--- src/rtl/btlpm_pkg.sv ---
// Shared types and constants for the binary trie longest-prefix-match engine.
// No dependencies; imported by every module of the block.
package btlpm_pkg;

    localparam int NODE_COUNT_DEF = 4096;
    localparam int ADDR_W         = 32;
    localparam int LEN_W          = 6;
    localparam int MAX_LEN        = 32;

    typedef enum logic [1:0] {
        ST_INSERT_DONE = 2'd0,
        ST_HIT         = 2'd1,
        ST_MISS        = 2'd2,
        ST_POOL_FULL   = 2'd3
    } status_t;

    typedef enum logic [2:0] {
        S_IDLE,
        S_WALK,
        S_CREATE,
        S_COMMIT,
        S_DONE
    } state_t;

    typedef enum logic {
        CMD_INSERT = 1'b0,
        CMD_LOOKUP = 1'b1
    } command_t;

    typedef struct packed {
        logic start;
        logic walk;
        logic create;
        logic commit;
        logic load_out;
    } dp_cmd_t;

    typedef struct packed {
        logic walk_stop;
        logic pool_full;
        logic at_target;
        logic last_create;
        logic is_lookup;
    } dp_stat_t;

endpackage

--- src/rtl/btlpm_ctrl.sv ---
// Sequencer for the trie engine: walk, node creation, commit, result hand-off.
// Depends on btlpm_pkg; drives btlpm_dp through dp_cmd_t.
module btlpm_ctrl
    import btlpm_pkg::*;
(
    input  logic     clk,
    input  logic     rst_n,
    input  logic     in_valid,
    output logic     in_stall,
    output logic     out_valid,
    input  logic     out_stall,
    input  dp_stat_t stat,
    output dp_cmd_t  cmd
);

    state_t state_reg;
    state_t state_next;
    logic   out_valid_reg;
    logic   out_valid_next;
    logic   slot_free;

    assign slot_free = !out_valid_reg || !out_stall;

    always_comb
    begin
        state_next = state_reg;
        case (state_reg)
            S_IDLE:
            begin
                if (in_valid)
                begin
                    state_next = S_WALK;
                end
            end
            S_WALK:
            begin
                if (stat.walk_stop)
                begin
                    if (stat.is_lookup || stat.pool_full)
                    begin
                        state_next = S_DONE;
                    end
                    else if (stat.at_target)
                    begin
                        state_next = S_COMMIT;
                    end
                    else
                    begin
                        state_next = S_CREATE;
                    end
                end
            end
            S_CREATE:
            begin
                if (stat.last_create)
                begin
                    state_next = S_COMMIT;
                end
            end
            S_COMMIT:
            begin
                state_next = S_DONE;
            end
            S_DONE:
            begin
                if (slot_free)
                begin
                    state_next = S_IDLE;
                end
            end
            default:
            begin
                state_next = S_IDLE;
            end
        endcase
    end

    always_comb
    begin
        cmd          = '0;
        cmd.start    = (state_reg == S_IDLE) && in_valid;
        cmd.walk     = (state_reg == S_WALK);
        cmd.create   = (state_reg == S_CREATE);
        cmd.commit   = (state_reg == S_COMMIT);
        cmd.load_out = (state_reg == S_DONE) && slot_free;
    end

    always_comb
    begin
        out_valid_next = out_valid_reg;
        if (cmd.load_out)
        begin
            out_valid_next = 1'b1;
        end
        else if (!out_stall)
        begin
            out_valid_next = 1'b0;
        end
    end

    always_ff @(posedge clk or negedge rst_n)
    begin
        if (!rst_n)
        begin
            state_reg     <= S_IDLE;
            out_valid_reg <= 1'b0;
        end
        else
        begin
            state_reg     <= state_next;
            out_valid_reg <= out_valid_next;
        end
    end

    assign in_stall  = (state_reg != S_IDLE);
    assign out_valid = out_valid_reg;

endmodule

--- config.mk ---
export PLATFORM = sky130hd
export DESIGN_NAME = btlpm_ctrl
export DESIGN_NICKNAME = d
export VERILOG_FILES = /design/src/rtl/btlpm_pkg.sv /design/src/rtl/btlpm_ctrl.sv
export SDC_FILE = /design/constraint.sdc
export NUM_CORES = 1
export LEC_CHECK = 0
export BUFFER_PORTS_ARGS = -buffer_cell sky130_fd_sc_hd__buf_2
export CAP_MARGIN = 20
export CORE_AREA = 2 2 39 41
export CTS_BUF_LIST = sky130_fd_sc_hd__clkbuf_4 sky130_fd_sc_hd__clkbuf_8 sky130_fd_sc_hd__clkbuf_16
export DETAILED_ROUTE_END_ITERATION = 8
export DIE_AREA = 0 0 41 43
export PLACE_DENSITY = 0.41
export SKIP_CTS_REPAIR_TIMING = 1
export SYNTH_ARGS = -nofsm -noshare
export SYNTH_HDL_FRONTEND = slang
export SYNTH_SLANG_ARGS = --single-unit
--- constraint.sdc ---
create_clock -name clk -period 0.95 [get_ports clk]
set_input_delay 0.0475 -clock clk [delete_from_list [all_inputs] [get_ports clk]]
set_output_delay 0.0475 -clock clk [all_outputs]
set_load 0.02 [all_outputs]
# Word level (Yosys, flattened, before mapping)
# Index checks and enable logic that the tools add are counted.
# Widths: inputs -> output; s select.
# totals
reg_bits	4
latch_bits	0
mem_bits_rw	0
mem_bits_ro	0
inputBits	9
output_inout_bits	7
elab_cells	29
mem_count	0
# classes
n_addsub	0
n_mul	0
n_div	0
magnitude_cmp	0
n_eq_ne	9
n_shift	0
mux	9
bitwise	0
n_reduce_logical	9
# op_table
op	n
$mux 3	5
$pmux 3 s5	1
$ne 2x2->1 const B	4
$eq 3x2->1 const B	2
$reduce_and 4->1	1
$eq 3x1->1 const B	1
$eq 3x3->1 const B	1
$logic_not 3->1	1
$mux 1	3
$reduce_bool 3->1	1
$logic_and 1x1->1	2
$logic_not 1->1	2
$logic_or 1x1->1	2
$ne 2x1->1 const B	1

# Longest topological paths before layout
# Gate-level depths: netlist of the first run.
# logic_depth
ltp_word	4
depth_mapped	4
mapped_depth_nobuf	3

# Worst setup path before layout of the first run
# Ideal clock, no wire load.
# synth_timing
path_kind	reg2out
from	register state_reg[2]
to	output port cmd[4] (netlist name)
arrival_ps	1238
required_ps	902
slack_ps	-335
path_stages_with_launch	3
n_path_buf	0
cell_sequence	dfrtp_1 > or3_1 > nor2_1
# synth_rtl
item	line	source
start, declared	btlpm_ctrl.sv:16	state_t state_reg;
start signal, assigned	btlpm_ctrl.sv:110	state_reg <= state_next;
end, declared	btlpm_ctrl.sv:13	output dp_cmd_t cmd

==> impl_metrics.yaml, run 1 <==
global_route:
  grt_pass1_wl_um: 979
  grt_pass1_vias: 274
  grt_max_degree: 7
  grt_usage: 0.0817
  antenna_found_initial: 0
  grt_overflow: 0
clock_tree:
  cts_buffers: 3
  clkSlewWorstSetupHoldPaths_ns: 0.04
  clockBufferDepth: 2
  insertion_delay_ns: 0.23
  cts_tree: "done"
  cts_root_buf: "clkbuf_4"
  clkSinkCount: 4
  htree_levels: 1
yosys:
  synth_area_leaders: "dfrtp_1, nor2_1, or3_1"
  synth_area_um2: 241
  syn_area_per_cell_um2: 8.33
  syn_nets: 38
  ys_warn_count: 0
  ys_seq_area_frac: 0.415
  ys_types: 17
  synthCells: 29
  synth_top_area_frac: 0.415
  ys_ff_latch: 4
  synth_top_area_cell: "dfrtp_1"
timing:
  fin_crit_sh: 1.35
  worst_slew_margin_rel: 0.841
  setup_viol: 8
  finalClockSkew_ns: 0.00190
  fmax_ghz: 0.779
  worst_pin_slew_ns: 0.236
  rsz0062_at_grt: "true"
  drv_slew: 0
  setup_slack_ns: -0.333
  hold_viol: 0
  fin_crit_ns: 1.28
  worst_hold_slack_ns: 0.0489
power:
  power.static_leakage_uw: 0.000216
  peakVddDrop_mv: 0.953
  p_per_area_nw_per_um2: 2840
  p_seq_frac: 0.253
  p_sw_uw: 497
  switching_share: 0.410
  combPwrFrac: 0.578
  pwr-share-clk: 0.169
  p_int_uw: 715
cells_and_area:
  nFillCells: 152
  drive_gt1_frac: 0.490
  final_cell_mix: "buf_2, nor2_1, dfrtp_1, buf_4"
  area_growth_pct: 76.7
  multi_input_comb_area_um2: 146
  register_area_um2: 100
  stdcell_count: 67
  fin_util: 0.308
  diodes: 0
  final_area_um2: 427
  num-nets-final: 62
  layout_commonest_cell: "buf_2"
  largest_reg_flops: 3
placed_design:
  pre_cts_ws_ns: -0.114
  hpwl_um: 467
  io_buffers: 15
  placed_cells: 62
  placedInstanceArea_um2: 364
  place.gp.congestion: 0.587
detailed_routing:
  route.vias.total: 272
  wl_um: 590
  post_drt_wl_per_cell_um: 8.81
  drt_iter0_markers: 1
  postRouteAntennaNets: 0
  drc: 0
  first_pass_iters: 2
  vias_per_cell: 4.06
setup_path:
  critPathCaptureType: "output port"
  critPathRequiredTime_ns: 0.90
  startpoint_type: "flop"
  worstPathArrival_ns: 1.24
  path_class: "reg2out"
  cp_max_fo: 5
floorplan:
  fp.dieH_um: 43
  start_util: 0.175
  placeableCoreArea_um2: 1380
  ios: 16
  die-area_um2: 1760
  die_x_um: 41
  rows: 14
status:
  status: "complete, but fails checks"
  violations: "negative setup slack"
job:
  max-cap-violations: 0
hold_path:
  hold_class: "in2reg"
## area by class of cell
class	instances	share of cell area
Clock buffer	3	0.0528
Inverter	1	0.00880
Multi-Input combinational cell	23	0.343
Sequential cell	4	0.235
Tap cell	16	0.0469
Timing Repair Buffer	20	0.314
## power by group through the flow
stage | clock network (µW) | registers, µW | logic, µW
floorplan | 0 | 337 | 377
global placement | 0 | 304 | 646
detailed placement | 0 | 303 | 634
CTS | 219 | 303 | 635
global route | 234 | 317 | 775
finish | 205 | 307 | 700
## final timing paths
check                               end         start  cells after the start  slack (ns)
min in group asynchronous     out_valid         rst_n                      2        0.16
max                              cmd[2]  state_reg[0]                      4       -0.33
min reg2reg                   out_valid     out_valid                      2        0.53
min                           out_valid     out_stall                      3        0.05
max reg2reg                state_reg[1]  state_reg[0]                      4       -0.13
max in group asynchronous  state_reg[1]         rst_n                      2        0.67
## cells in the mapped netlist, drive strengths merged
master	number
nor2	5
o21ai	2
or2b	1
nand4b	1
a21oi	2
buf	1
nor2b	1
a21boi	1
inv	1
and2	1
nand2	3
o21a	1
or3	2
o31ai	1
nand2b	1
mux2i	1
dfrtp	4
## per-layer routing
metal	share of wire	global-route usage	wire length, µm	up-vias
met1	0.46	0.0980	274	117
met5	0	0	0	-
met2	0.42	0.122	248	12
met3	0.12	0.0314	68	0
met4	0	0.0400	0	0
li1	-	-	-	143
## metrics by stage
step / total power, µW / TNS (ns)
6_report: 1210 / -1.85
5_1_grt: 1330 / -2.51
4_1_cts: 1160 / -1.98
3_5_place_dp: 937 / -0.506
3_3_place_gp: 950 / -0.582
2_1_floorplan: 714 / -0.187
## kinds of logic (layout without fill, tap and decap cells)
group | Yosys count | in the layout | synth area share
buffers and inverters | 2 | 24 | 0.0466
multiplexers | 1 | 1 | 0.0415
AND/OR/NAND/NOR | 15 | 15 | 0.321
flip-flops | 4 | 4 | 0.415
AO/OA/AOI/OAI | 7 | 7 | 0.176
## critical path, stage by stage (launching register included)
cell and delay [ns]:
dfrtp_1 0.41, buf_6 0.13, or2b_1 0.22, nor2_1 0.10
buf_4 0.14
Note: power is estimated with default switching activity, not from simulation.
==> run 2, diff against run 1 <==
--- a/config.mk
+++ b/config.mk
@@ -5,7 +5,7 @@
 export SDC_FILE = /design/constraint.sdc
 export NUM_CORES = 1
 export LEC_CHECK = 0
-export BUFFER_PORTS_ARGS = -buffer_cell sky130_fd_sc_hd__buf_2
+export BUFFER_PORTS_ARGS = -buffer_cell sky130_fd_sc_hd__buf_4
 export CAP_MARGIN = 20
 export CORE_AREA = 2 2 39 41
 export CTS_BUF_LIST = sky130_fd_sc_hd__clkbuf_4 sky130_fd_sc_hd__clkbuf_8 sky130_fd_sc_hd__clkbuf_16
==> run 2 against run 1 <==
- the run still ends with negative setup slack left
- count of clock-buffer cells in the layout did not move
- setup slack worse by 0.012 ns
- first-iteration DRC count is the same
- via count rose by 9.9%
- final area up 13%
- largest cell class is now buffers
- non-clock buffer count is 2 higher
- critical path depth stayed put
- critical path type unchanged
- flip-flop and latch count stayed put
==> impl_metrics.yaml, run 2 (synthesis results as in run 1) <==
status:
  status: "complete, but fails checks"
  violations: "negative setup slack"
timing:
  worst_slew_margin_rel: 0.821
  worst_pin_slew_ns: 0.266
  drv_slew: 0
  hold_viol: 0
  finalClockSkew_ns: 0.00121
  fmax_ghz: 0.772
  fin_crit_ns: 1.29
  rsz0062_at_grt: "true"
  fin_crit_sh: 1.36
  tns_ns: -2.21
  setup_viol: 9
  setup_slack_ns: -0.345
cells_and_area:
  layout_commonest_cell: "buf_4"
  fin_util: 0.350
  stdcell_count: 69
  num-nets-final: 64
  final_cell_mix: "buf_4, nor2_1, buf_6"
  area_growth_pct: 101
  largest_reg_flops: 3
  drive_gt1_frac: 0.547
  final_area_um2: 484
  diodes: 0
floorplan:
  placeableCoreArea_um2: 1380
  ios: 16
  rows: 14
  die_x_um: 41
  fp.dieH_um: 43
  start_util: 0.175
  die-area_um2: 1760
setup_path:
  rr_startpoint: "state_reg[1]"
  path_class: "reg2out"
  cp_cell_sequence: "buf_6, or2b_1, nor2_1, buf_4"
  slowest_stage: "dfrtp_1"
  cp_max_fo: 4
  critPathRequiredTime_ns: 0.90
  path_delay_family: "flip-flops"
  startpoint_type: "flop"
  critPathCaptureType: "output port"
  worstPathArrival_ns: 1.25
  r2r_cells: 4
  reg2reg_slack_ns: -0.27
  critical_path.max_stage_delay_ns: 0.40
  path_buf_inv: 2
  rr_endpoint: "state_reg[0]"
detailed_routing:
  drc: 0
  vias_per_cell: 4.33
  post_drt_wl_per_cell_um: 10.3
  drt_iter0_markers: 1
  first_pass_iters: 2
  wl_um: 712
  route.vias.total: 299
  postRouteAntennaNets: 0
power:
  p_seq_frac: 0.223
  p_sw_uw: 550
  p_per_area_nw_per_um2: 2890
  power.static_leakage_uw: 0.000237
  pwr-share-clk: 0.147
  p_int_uw: 851
  switching_share: 0.392
  peakVddDrop_mv: 1.05
  combPwrFrac: 0.629
global_route:
  gr-usage-met3: 0.0366
  grt_max_degree: 8
  grt_pass1_wl_um: 1010
  grt_use_met1: 0.102
  grt_usage: 0.0929
  grt_pass1_vias: 247
  antenna_found_initial: 0
  grt_overflow: 0
  met2_usage: 0.122
  top_usage_layer: "met2"
clock_tree:
  insertion_delay_ns: 0.23
  clkSinkCount: 4
  clockBufferDepth: 2
  clkSlewWorstSetupHoldPaths_ns: 0.04
  cts_root_buf: "clkbuf_4"
  cts_tree: "done"
  cts_buffers: 3
  htree_levels: 1
hold_path:
  hold_class: "in2reg"
  min_from: "out_stall"
  holdPathStages: 3
  holdPathEnd: "out_valid"
placed_design:
  placed_cells: 62
  hpwl_um: 542
  pre_cts_ws_ns: -0.144
  io_buffers: 15
  placedInstanceArea_um2: 402
  place.gp.congestion: 0.582
job:
  max-cap-violations: 0
==> run 2: power groups by stage <==
stage	Sequential [µW]	Combinational (µW)	Clock [µW]
floorplan	337	377	0
global placement	302	719	0
detailed placement	304	731	0
CTS	302	732	216
global route	326	950	229
finish	313	882	206
==> run 2: tightest hold or removal path, stage by stage <==
cell	delay, ns
buf_4	0.09
nand2_1	0.05
nand2_1	0.05
==> run 2: cell type report <==
class	instances	area, µm²
Inverter	1	3.75
Fill cell	149	900
Multi-Input combinational cell	23	154
Tap cell	16	20.0
Sequential cell	4	101
Clock buffer	3	22.5
Timing Repair Buffer	22	183
==> run 2: through the flow <==
| stage | hold slack, ns | total power, µW |
|---|---|---|
| 6_report | 0.0447 | 1400 |
| 5_1_grt | 0.0660 | 1510 |
| 4_1_cts | -0.404 | 1250 |
| 2_1_floorplan | -0.248 | 714 |
| 3_3_place_gp | -0.155 | 1020 |
| 3_5_place_dp | -0.155 | 1030 |
==> run 2: per-layer routing <==
metal / wire length [µm] / vias up
met5: 0 / -
met4: 25 / 0
met3: 69 / 4
met2: 336 / 14
met1: 280 / 133
li1: - / 148
==> run 2: worst max-delay path by stage <==
stage / to / depth (start not counted) / startpoint
2_1_floorplan: cmd[4] / 2 / state_reg[2]
3_3_place_gp: state_reg[0] / 3 / state_reg[1]
3_5_place_dp: state_reg[0] / 3 / state_reg[1]
4_1_cts: cmd[4] / 3 / state_reg[1]
5_1_grt: cmd[2] / 4 / state_reg[0]
6_report: cmd[2] / 4 / state_reg[0]
==> run 3, diff against run 2 <==
--- a/config.mk
+++ b/config.mk
@@ -9,10 +9,10 @@
 export CAP_MARGIN = 20
 export CORE_AREA = 2 2 39 41
 export CTS_BUF_LIST = sky130_fd_sc_hd__clkbuf_4 sky130_fd_sc_hd__clkbuf_8 sky130_fd_sc_hd__clkbuf_16
+export CTS_CLUSTER_SIZE = 20
 export DETAILED_ROUTE_END_ITERATION = 8
 export DIE_AREA = 0 0 41 43
 export PLACE_DENSITY = 0.41
-export SKIP_CTS_REPAIR_TIMING = 1
 export SYNTH_ARGS = -nofsm -noshare
 export SYNTH_HDL_FRONTEND = slang
 export SYNTH_SLANG_ARGS = --single-unit
==> run 3 against run 2 <==
- the flow still finishes with violations (negative setup slack)
- critical path depth stayed put
- non-clock buffer count is 1 higher
- die area stayed put
- critical path type unchanged
- highest routed layer unchanged
==> impl_metrics.yaml, run 3 (synthesis results as in run 1) <==
detailed_routing:
  wl_um: 799
  vias_per_cell: 4.30
  postRouteAntennaNets: 0
  drc: 0
  post_drt_wl_per_cell_um: 11.4
  drt_iter0_markers: 0
  first_pass_iters: 1
  route.vias.total: 301
clock_tree:
  clockBufferDepth: 2
  clkSinkCount: 4
  clkSlewWorstSetupHoldPaths_ns: 0.04
  insertion_delay_ns: 0.23
  cts_root_buf: "clkbuf_4"
  cts_buffers: 3
  htree_levels: 1
  cts_tree: "done"
cells_and_area:
  nFillCells: 152
  drive_gt1_frac: 0.685
  stdcell_count: 70
  layout_commonest_cell: "buf_4"
  multi_input_comb_area_um2: 178
  diodes: 0
  num-nets-final: 65
  largest_reg_flops: 3
  final_cell_mix: "buf_4, buf_6, nor2_1, clkbuf_4, dfrtp_1"
  area_growth_pct: 120
  register_area_um2: 101
placed_design:
  place.gp.congestion: 0.582
  placed_cells: 62
  hpwl_um: 542
  pre_cts_ws_ns: -0.144
  io_buffers: 15
setup_path:
  reg2reg_slack_ns: -0.23
  path_class: "reg2out"
  critPathRequiredTime_ns: 0.90
  rr_endpoint: "state_reg[0]"
  startpoint_type: "flop"
  rr_startpoint: "state_reg[1]"
  worstPathArrival_ns: 1.26
  critPathCaptureType: "output port"
  cp_max_fo: 4
  r2r_cells: 4
timing:
  worst_slew_margin_rel: 0.819
  fin_crit_sh: 1.37
  hold_viol: 0
  worst_pin_slew_ns: 0.269
  drv_slew: 0
  fin_crit_ns: 1.30
  fmax_ghz: 0.767
  setup_slack_ns: -0.354
  setup_viol: 9
  rsz0062_at_grt: "true"
  finalClockSkew_ns: 0.00144
  tns_ns: -2.16
  worst_hold_slack_ns: 0.0699
global_route:
  grt_pass1_vias: 281
  grt_max_degree: 7
  grt_overflow: 0
  grt_usage: 0.105
  antenna_found_initial: 0
  grt_pass1_wl_um: 1140
floorplan:
  die-area_um2: 1760
  start_util: 0.175
  placeableCoreArea_um2: 1380
  ios: 16
  fp.dieH_um: 43
  rows: 14
  die_x_um: 41
status:
  status: "complete, but fails checks"
  violations: "negative setup slack"
hold_path:
  holdPathEnd: "out_valid"
  hold_class: "in2reg"
  holdPathStages: 3
  min_from: "out_stall"
power:
  power.static_leakage_uw: 0.000250
  p_per_area_nw_per_um2: 2910
  peakVddDrop_mv: 1.10
job:
  max-cap-violations: 0
-- run 3: cell count changes in the layout (fill, tap and decap cells not counted), sizes merged --
cell and change:
buf +1
-- run 3: report_power, final --
| group | switching, µW | internal [µW] | total, µW |
|---|---|---|---|
| sequential | 71.9 | 239 | 311 |
| clock | 65.3 | 141 | 206 |
| combinational | 478 | 547 | 1020 |
-- run 3: worst max path at each step --
stage                  from            to  slack [ns]  cells after the start
2_1_floorplan  state_reg[2]        cmd[4]       -0.12                      2
3_3_place_gp   state_reg[1]  state_reg[0]       -0.14                      3
3_5_place_dp   state_reg[1]  state_reg[0]       -0.14                      3
4_1_cts        state_reg[0]        cmd[2]       -0.35                      4
5_1_grt        state_reg[0]        cmd[2]       -0.39                      4
6_report       state_reg[0]        cmd[2]       -0.35                      4
-- run 3: area by class of cell --
class / instances / share of cell area
timing repair buffer: 23 / 0.387
multi-input combinational: 23 / 0.335
sequential: 4 / 0.191
clock buffer: 3 / 0.0425
tap: 16 / 0.0377
inverter: 1 / 0.00708
-- run 3: repair_timing --
item | CTS | global route
pin swaps | 3 | 3
endpoints found under the setup margin | 9 | 9
gates resized for setup | 8 | 12
buffers inserted | 2 | 3
endpoints found under the hold margin | 4 | 0
hold buffers | 1 | 0
-- run 3: critical path: stages (launching register included) --
cell and delay (ns):
dfrtp_1 0.40, buf_6 0.13, or2b_1 0.24, nor2_1 0.11
buf_4 0.15
-- run 3: routing by layer --
metal | wire (µm) | global-route usage | share of wire
met3 | 68 | 0.0366 | 0.085
met5 | 0 | 0 | 0
met4 | 25 | 0.100 | 0.031
met2 | 403 | 0.159 | 0.50
met1 | 301 | 0.101 | 0.38
-- run 3: through the flow --
stage          utilization  total power, µW  instance area, µm²
6_report             0.383             1540                 531
5_1_grt              0.383             1640                 531
4_1_cts              0.340             1360                 470
3_5_place_dp         0.290             1030                 402
3_3_place_gp         0.290             1020                 402
2_1_floorplan            -              714                 254
